### config.mk
export PLATFORM = sky130hd
export DESIGN_NAME = kvs_front
export DESIGN_NICKNAME = d
export VERILOG_FILES = /design/src/hdl/kvs_pkg.sv /design/src/hdl/kvs_front.sv
export SDC_FILE = /design/constraint.sdc
export NUM_CORES = 1
export LEC_CHECK = 0
export BUFFER_PORTS_ARGS = -buffer_cell sky130_fd_sc_hd__buf_4
export CAP_MARGIN = 40
export CORE_MARGIN = 5
export CORE_UTILIZATION = 50
export DETAILED_ROUTE_END_ITERATION = 10
export PLACE_DENSITY_LB_ADDON = 0.1
export SLEW_MARGIN = 20
export SYNTH_ARGS = -nofsm -noshare
export SYNTH_HDL_FRONTEND = slang
export SYNTH_SLANG_ARGS = --single-unit
### constraint.sdc
create_clock -name clk -period 14.6 [get_ports clk]
set_input_delay 2.92 -clock clk [delete_from_list [all_inputs] [get_ports clk]]
set_output_delay 2.92 -clock clk [all_outputs]
set_load 0.02 [all_outputs]
### src/hdl/kvs_pkg.sv
package kvs_pkg;

    localparam int MAX_KEYS_DEF = 64;
    localparam int TIME_W = 32;
    localparam int VAL_W = 32;
    localparam int CNT_W = 7;
    localparam int IDX_W = 6;
    localparam int FRAC_W = 17;

    localparam logic [1:0] REGION_FIRST = 2'd0;
    localparam logic [1:0] REGION_SEG = 2'd1;
    localparam logic [1:0] REGION_LAST = 2'd2;

    localparam logic REQ_WRITE = 1'b0;
    localparam logic REQ_SAMPLE = 1'b1;

    // Input item as it is held in the queue between front and back.
    typedef struct packed {
        logic req_type;
        logic [IDX_W-1:0] key_index;
        logic [TIME_W-1:0] key_time;
        logic [VAL_W-1:0] key_x;
        logic [VAL_W-1:0] key_y;
        logic [VAL_W-1:0] key_z;
        logic [TIME_W-1:0] sample_time;
    } req_t;

    // Result item as the back part hands it to the output register.
    typedef struct packed {
        logic [VAL_W-1:0] value_x;
        logic [VAL_W-1:0] value_y;
        logic [VAL_W-1:0] value_z;
        logic [1:0] region;
        logic [IDX_W-1:0] segment_start;
    } res_t;

endpackage

### src/hdl/kvs_front.sv
module kvs_front #(
    parameter int MAX_KEYS = kvs_pkg::MAX_KEYS_DEF
) (
    input  logic          clk,
    input  logic          rst_n,
    input  logic          in_valid,
    output logic          in_ready,
    input  kvs_pkg::req_t in_req,
    output logic          q_valid,
    input  logic          q_ready,
    output kvs_pkg::req_t q_req
);
    import kvs_pkg::*;

    // Two-entry queue; a write item whose index is out of range is dropped here.
    req_t buf_reg [2];
    logic [1:0] cnt_reg;
    logic rd_reg;
    logic wr_ptr_reg;
    logic push;
    logic pop;
    logic keep;

    assign in_ready = (cnt_reg != 2'd2);
    assign q_valid = (cnt_reg != 2'd0);
    assign q_req = buf_reg[rd_reg];
    assign pop = q_valid && q_ready;
    assign keep = (in_req.req_type == REQ_SAMPLE) || (32'(in_req.key_index) < MAX_KEYS);
    assign push = in_valid && in_ready && keep;

    always_ff @(posedge clk or negedge rst_n)
    begin
        if (!rst_n)
        begin
            cnt_reg <= 2'd0;
            rd_reg <= 1'b0;
            wr_ptr_reg <= 1'b0;
        end
        else
        begin
            if (push)
            begin
                wr_ptr_reg <= ~wr_ptr_reg;
            end
            if (pop)
            begin
                rd_reg <= ~rd_reg;
            end
            cnt_reg <= cnt_reg + {1'b0, push} - {1'b0, pop};
        end
    end

    always_ff @(posedge clk)
    begin
        if (push)
        begin
            buf_reg[wr_ptr_reg] <= in_req;
        end
    end

endmodule

==> Yosys cells after proc, flatten, opt, wreduce, memory -nomap -nowiden <==
Memories as Yosys holds them, arrays and structs flattened.
Index checks and enable logic that the tools add are counted.
{ "op_classes": {"addsub": 2, "multipliers": 0, "n_div": 0, "order_cmp": 0, "eq_ne": 1, "shifts": 0, "mux": 2, "bitwise": 2, "reduce_logical": 3} }
{ "op_table": {"columns": ["operator", "count"], "rows": [
  ["$add A2 B1 Y2", 1],
  ["$logic_and A1 B1 Y1", 2],
  ["$mux W1", 2],
  ["$ne A2 B2 Y1 const B", 1],
  ["$not A1 Y1", 2],
  ["$reduce_bool A2 Y1", 1],
  ["$sub A2 B1 Y2", 1]
]} }
{ "word_totals": {"register_bits": 4, "latchBits": 0, "ram_bits": 334, "mem_bits_ro": 0, "output_inout_bits": 169, "memories": 1} }
{ "memory_table": {"columns": ["name", "words", "word_bits", "rd", "rd_ports_with_merged_regs", "write_ports", "line_no", "text"], "rows": [
  ["buf_reg", 2, 167, 1, 0, 1, "kvs_front.sv:16", "req_t buf_reg [2];"]
]} }

==> Longest topological paths before layout <==
Gate-level depths: netlist of the first run.
{ "logic_depth": {"depth_word": 4, "mapped_depth": 7} }

==> Worst setup path after synthesis of the first run <==
OpenSTA, ideal clock, no wires.
{ "synth_path": {"path_kind": "input to register", "startpoint": "input port in_valid", "endpoint": "memory buf_reg[0][0] in the netlist's numbering, enable pin", "arrival_ps": 9949, "slack_ps": 3954, "path_stages": 2, "n_path_buf": 0, "path_cell_list": "nand2_1 > nor2_1"} }
{ "synth_between": {"elab_chain_len": 3} }
{ "synth_lines": {"columns": ["item", "line_no", "text"], "rows": [
  ["start: declaration", "kvs_front.sv:6", "input logic in_valid,"],
  ["$logic_and A1 B1 Y1", "kvs_front.sv:29", "assign push = in_valid && in_ready && keep;"],
  ["$mux W1", "kvs_front.sv:55", "if (push)"],
  ["$mux W1 (implied by the code)", "kvs_front.sv:57", "buf_reg[wr_ptr_reg] <= in_req;"],
  ["end: declaration", "kvs_front.sv:16", null]
]} }
No other way between the ends.

==> out/metrics.csv, run 1 <==
stage,metric,value,unit
status,status,"finished, final reports clean",
synthesis,Yosys top cell area share,79.1,%
drt,DR DRC count,0,
sta,RSZ-0062 raised after global routing,no,
critical_path,Worst Path Required,11680,ps
drt,vias per std cell,4.95,
sta,Max Clk Rate,177,MHz
synthesis,"area leader, netlist",edfxtp_1,
global_route,initial antenna violation count,2,
place,dpl hpwl,18.4,mm
place,GP Congestion,0.745,
critical_path,worst r2r path cells,5,
drt,initial DRC count,354,
sta,TNS Setup,0,ps
place,Post-Place Cells,1197,
power,pwr/cell area,211,nW/um^2
power,Sw Share,30.9,%
drt,first-pass iteration count of the detailed router,4,
critical_path,slowest CP cell,dfrtp_4,
synthesis,total number of yosys warnings,0,
critical_path,cell breakdown of the critical path,"buf_16, buf_4, buf_12, mux2_4, buf_4",
sta,Worst Tran Pin Value,829,ps
synthesis,Avg Synthesized Cell Area,23.6,um^2
global_route,Overflow after GRT,0,
sta,# setup viols final,0,
min_path,cell count of the worst hold path,1,
die,Initial Util,50.6,%
place,dpl ws,9330,ps
critical_path,cell mode on critical path,buf_4,
critical_path,Worst setup EP type,output port,
clock_network,clock buffer depth,3,
power,Comb pwr share,37.7,%
job,maxcap violations,0,
die,Top Ports,340,
die,Die Span X,169,um
clock_network,clock-pin slew on the worst setup and hold paths,60,ps
power,Int Pwr,2.45,mW
die,core box area,25000,um^2
sta,fin crit share,38.8,%
critical_path,flop-to-flop setup slack,11930,ps
final_layout,Non-Filler Instances,1263,
power,Leak,6.52,nW
clock_network,Post-CTS Setup Bufs,0,
clock_network,CTS tree,yes,
drt,post-route antenna net violation count,0,
critical_path,RR Endpoint,buf_reg[1][111]$_DFFE_PP_,
place,placed inst area,15600,um^2
drt,routed wire length per instance,20.7,um
global_route,pin count of the biggest net entering global routing,61,
synthesis,library cells used by synthesis,16,
final_layout,share of cells above drive strength 1,60.4,%
die,die height,169,um
global_route,vias in the first global route,6772,
drt,vias,6250,
drt,final wirelength,26.2,mm
final_layout,final net count,1079,
sta,worst setup margin,8930,ps
die,# rows,58,
critical_path,type of origin of the critical path,flop,
sta,Period minus WS final,5670,ps
critical_path,RR Startpoint,cnt_reg[0]$_DFF_PN0_,
sta,Final Hold Fails,0,
sta,Fin Hold WS,537,ps
clock_network,Clock Sink Count,338,
final_layout,max reg flops,334,
clock_network,clk_lat worst skew,490,ps
min_path,min-delay src,cnt_reg[0]$_DFF_PN0_,
final_layout,"commonest non-fill, non-tap cells in the layout","344 x buf_4, 334 x edfxtp_1, 101 x mux2_4, 66 x mux2_2, 37 x clkbuf_16",
power,Tot Pwr,3.54,mW
critical_path,crit-path max cell delay,620,ps
clock_network,# H-tree levels,2,
synthesis,Syn Nets,710,
die,die area,28600,um^2
clock_network,Post-CTS Resized,0,
synthesis,synthesized flop and latch total,338,
synthesis,mapped cell area,12700,um^2
clock_network,CTS Buf Count,35,
power,Flop pwr share,39.2,%
final_layout,synth-to-layout area growth,32.1,%
power,Psw,1.09,mW
sta,Slew Limit Fails,0,
clock_network,root buf cell,clkbuf_16,
sta,Max-slew headroom,44.7,%
global_route,first-pass GRT wire length,38.4,mm
critical_path,Crit Path Class,flop to output port,
place,port bufs,339,
sta,Clock Skew,16.3,ps
final_layout,post-layout util,66.9,%
power,clock share of power,23.1,%
min_path,worst min path class,flop to flop,
synthesis,Mapped Cells,537,
synthesis,"top cells by area, synth","edfxtp_1 79%, mux2_4 12%, mux2_2 5.9%",
power,VDD IR-drop max,0.133,mV
final_layout,design area,16700,um^2
critical_path,"critical path fanouts, max",48,
global_route,gr usage total,17.5,%
critical_path,worst path arrival time,2750,ps
final_layout,"commonest non-fill, non-tap cell in the layout",buf_4,
synthesis,"Seq/Total Area, Yosys",79.9,%
clock_network,Post-CTS Hold Buffers,0,
min_path,Worst Hold Endpoint,cnt_reg[0]$_DFF_PN0_,
## Yosys cell counts
library cell  number
nand2_1            1
nand2b_1           1
and2_1             1
buf_6             15
mux2_4           101
xor2_1             1
inv_1              1
and3_1             1
or2_2              1
dfrtp_1            4
edfxtp_1         334
xnor2_1            3
ha_1               2
mux2_2            66
buf_2              4
nor2_1             1
## worst max-delay path, delay by kind of cell, from the launching register on
| kind | cells | cell delay [ps] |
|---|---|---|
| flip-flops | 1 | 620 |
| buffers and inverters | 4 | 1250 |
| multiplexers | 1 | 330 |
## final cells by class
type | count | area [um^2]
Antenna cell | 2 | 5.00
Clock buffer | 54 | 1000
Clock inverter | 8 | 57.6
Fill cell | 1692 | 8300
Inverter | 1 | 3.75
Multi-Input combinational cell | 179 | 2360
Sequential cell | 338 | 10100
Tap cell | 330 | 413
Timing Repair Buffer | 351 | 2760
## power by group through the flow
stage	logic, mW	registers [mW]	clock network (mW)
3_5_place_dp	1.34	1.41	0
5_1_grt	1.40	1.41	0.884
4_1_cts	1.34	1.39	0.839
6_report	1.33	1.39	0.817
2_1_floorplan	0.864	1.43	0
3_3_place_gp	1.27	1.43	0
## layer usage
metal  GRT usage (%)  share of wire, %
met1            20.9                36
met2            30.3                52
met3            5.52               8.6
met4            6.34               2.8
met5               0                 0
## cell families after synthesis
family | count (synthesis) | share of synthesized area, %
muxes | 167 | 17.8
and+or+nand+nor | 6 | 0.257
adders and majority gates | 2 | 0.197
xor gates and xnor gates | 4 | 0.276
DFF | 338 | 79.9
buffers and inverters | 20 | 1.52
## worst max-delay path by stage
stage | from | to | cells past startpoint
6_report | rd_reg$_DFFE_PN0P_ | q_req[91] | 5
3_3_place_gp | in_valid | buf_reg[1][20]$_DFFE_PP_ | 3
5_1_grt | rd_reg$_DFFE_PN0P_ | q_req[91] | 5
3_5_place_dp | rd_reg$_DFFE_PN0P_ | q_req[166] | 4
4_1_cts | rd_reg$_DFFE_PN0P_ | q_req[0] | 4
2_1_floorplan | in_valid | buf_reg[0][0]$_DFFE_PP_ | 2
Power figures use the tool's default switching activity.
==> run 2, diff against run 1 <==
--- a/config.mk
+++ b/config.mk
@@ -8,7 +8,7 @@
 export BUFFER_PORTS_ARGS = -buffer_cell sky130_fd_sc_hd__buf_4
 export CAP_MARGIN = 40
 export CORE_MARGIN = 5
-export CORE_UTILIZATION = 50
+export CORE_UTILIZATION = 47
 export DETAILED_ROUTE_END_ITERATION = 10
 export PLACE_DENSITY_LB_ADDON = 0.1
 export SLEW_MARGIN = 20
==> constraint.sdc (replaced) <==
create_clock -name clk -period 5.1 [get_ports clk]
set_input_delay 1.02 -clock clk [delete_from_list [all_inputs] [get_ports clk]]
set_output_delay 1.02 -clock clk [all_outputs]
set_load 0.02 [all_outputs]
==> run 2 against run 1 <==
Against the previous run: critical path depth decreased by 2; flip-flop and latch count unchanged; cell area decreased by 0.37%; combinational power increased to 2.8 times the previous value; sequential power increased to 2.9 times the previous value; wire length decreased by 2.2%; global-route usage decreased by 1.3 points; sequential share of layout area increased by 0.22 points; clock power increased to 2.9 times the previous value; utilization decreased by 4.5 points; first-iteration DRC count decreased by 9.0%; register-to-register slack got worse by 9100 ps; critical path type unchanged.
==> out/metrics.csv, run 2 (synthesized netlist as in run 1, its figures left out) <==
stage,metric,value,unit,change
final_layout,"commonest non-fill, non-tap cells in the layout","344 x buf_4, 334 x edfxtp_1, 101 x mux2_4, 66 x mux2_2, 37 x clkbuf_16",,
die,die area,30400,um^2,+6.0%
place,Post-Place Cells,1206,,+0.75%
final_layout,max reg flops,334,,unchanged
sta,worst setup margin,1510,ps,-7430 ps
global_route,initial antenna violation count,0,,-2
sta,fin crit share,70.4,%,
drt,vias per std cell,4.88,,-1.4%
critical_path,"critical path fanouts, max",82,,+71%
power,VDD IR-drop max,0.334,mV,+150%
drt,DR DRC count,0,,unchanged
sta,TNS Setup,0,ps,unchanged
power,Psw,3.14,mW,+190%
critical_path,Worst Path Required,4080,ps,-7600 ps
die,# rows,60,,+3.4%
power,clock share of power,23.8,%,+0.7 points
clock_network,CTS tree,yes,,
drt,final wirelength,25.6,mm,-2.2%
clock_network,Post-CTS Hold Buffers,0,,unchanged
place,dpl ws,2030,ps,-7300 ps
sta,# setup viols final,0,,unchanged
die,Top Ports,340,,unchanged
final_layout,share of cells above drive strength 1,61.0,%,+0.67 points
sta,Clock Skew,7.26,ps,-9.01 ps
status,status,"finished, final reports clean",,
critical_path,RR Startpoint,cnt_reg[1]$_DFF_PN0_,,
drt,first-pass iteration count of the detailed router,4,,unchanged
place,dpl hpwl,17.8,mm,-3.4%
job,maxcap violations,0,,unchanged
clock_network,clk_lat worst skew,490,ps,about the same
sta,Max-slew headroom,49.2,%,+4.5 points
global_route,gr usage total,16.3,%,-1.3 points
sta,Final Hold Fails,0,,unchanged
global_route,first-pass GRT wire length,38.4,mm,+0.11%
drt,routed wire length per instance,20.2,um,-2.7%
final_layout,final net count,1076,,-0.28%
sta,RSZ-0062 raised after global routing,no,,
final_layout,Filler cells,1934,,+14%
global_route,Overflow after GRT,0,,unchanged
clock_network,# H-tree levels,2,,unchanged
sta,Max Clk Rate,278,MHz,
min_path,worst min path class,input pin to asynchronous set/reset pin,,
power,Comb pwr share,36.5,%,-1.2 points
global_route,vias in the first global route,6717,,-0.81%
critical_path,Crit Path Class,flop to output port,,
critical_path,type of origin of the critical path,flop,,
clock_network,clock-pin slew on the worst setup and hold paths,60,ps,about the same
place,port bufs,339,,unchanged
place,GP Congestion,0.760,,+2.1%
drt,post-route antenna net violation count,0,,unchanged
clock_network,Post-CTS Resized,0,,unchanged
final_layout,number of inserted diodes,0,,-2
final_layout,"commonest non-fill, non-tap cell in the layout",buf_4,,
power,Int Pwr,6.96,mW,+180%
critical_path,Crit. Startpoint,rd_reg$_DFFE_PN0P_,,
global_route,pin count of the biggest net entering global routing,91,,+49%
drt,initial DRC count,322,,-9.0%
clock_network,Post-CTS Setup Bufs,0,,unchanged
power,Leak,6.50,nW,-0.35%
power,pwr/cell area,605,nW/um^2,+190%
clock_network,CTS Buf Count,36,,+2.9%
sta,Slew Limit Fails,0,,unchanged
die,Initial Util,47.4,%,-3.2 points
die,Die Span X,174,um,+3.0%
critical_path,worst path arrival time,2570,ps,-180 ps
drt,vias,6194,,-0.90%
clock_network,Clock Sink Count,338,,unchanged
sta,Worst Tran Pin Value,760,ps,-69.4 ps
final_layout,post-layout util,62.4,%,-4.5 points
clock_network,root buf cell,clkbuf_16,,
sta,Period minus WS final,3590,ps,
die,core box area,26700,um^2,+6.7%
final_layout,synth-to-layout area growth,31.6,%,
clock_network,clock buffer depth,3,,unchanged
power,Flop pwr share,39.7,%,+0.5 points
power,Tot Pwr,10.1,mW,+190%
final_layout,Non-Filler Instances,1270,,+0.55%
critical_path,Worst setup EP type,output port,,
power,Sw Share,31.1,%,+0.17 points
die,die height,174,um,+3.0%
run 2: cell types whose count changed in the layout (fill, tap and decap cells not counted), sizes merged:
| cell | change |
|---|---|
| buf | -4 |
| bufinv | +1 |
| clkinv | +10 |
| inv | +2 |
| clkinvlp | +2 |
| clkbuf | -13 |
| diode | -2 |
run 2: per-stage QoR:
step,hold slack [ps],instance area [um^2]
2_1_floorplan,483,12700
3_3_place_gp,498,15600
3_5_place_dp,515,15600
4_1_cts,284,16700
5_1_grt,282,16700
6_report,312,16700
run 2: final timing paths:
kind / end / slack [ps] / cells past startpoint
max: q_req[25] / 1510 / 3
max reg2reg: buf_reg[0][118]$_DFFE_PP_ / 2840 / 4
min reg2reg: cnt_reg[0]$_DFF_PN0_ / 530 / 1
max in group asynchronous: rd_reg$_DFFE_PN0P_ / 4670 / 1
min in group clk: cnt_reg[0]$_DFF_PN0_ / 530 / 1
min: cnt_reg[1]$_DFF_PN0_ / 310 / 1
run 2: final cells by class:
class,instances,area [um^2],share of cell area [%]
inverters,1,3.75,0.0225
clock inverters,23,164,0.983
well taps,341,427,2.56
repair buffers,347,2640,15.8
multi-input cells,179,2360,14.2
flip-flops and latches,338,10100,60.8
clock buffers,41,941,5.64
run 2: metal layers:
metal  part of all wire, %  wire length, um  GRT usage, %  vias to the layer above
met3                   9.8             2520          6.48                       36
met4                   2.2              558          4.59                        0
met2                    52            13200          28.1                      256
li1                      -                -             -                     2875
met1                    36             9340          18.9                     3027
met5                     0                0             0                        -
run 2: power by group through the flow:
stage	Sequential, mW	Clock [mW]	Combinational, mW
6_report	4.01	2.41	3.68
5_1_grt	4.07	2.60	3.89
4_1_cts	4.02	2.48	3.75
3_5_place_dp	4.08	0	3.73
3_3_place_gp	4.04	0	3.70
2_1_floorplan	4.00	0	2.48
run 2: worst max-delay path, cell delays in order (launching register included):
cell	delay, ps
dfrtp_4	830
buf_12	550
mux2_2	410
buf_4	160
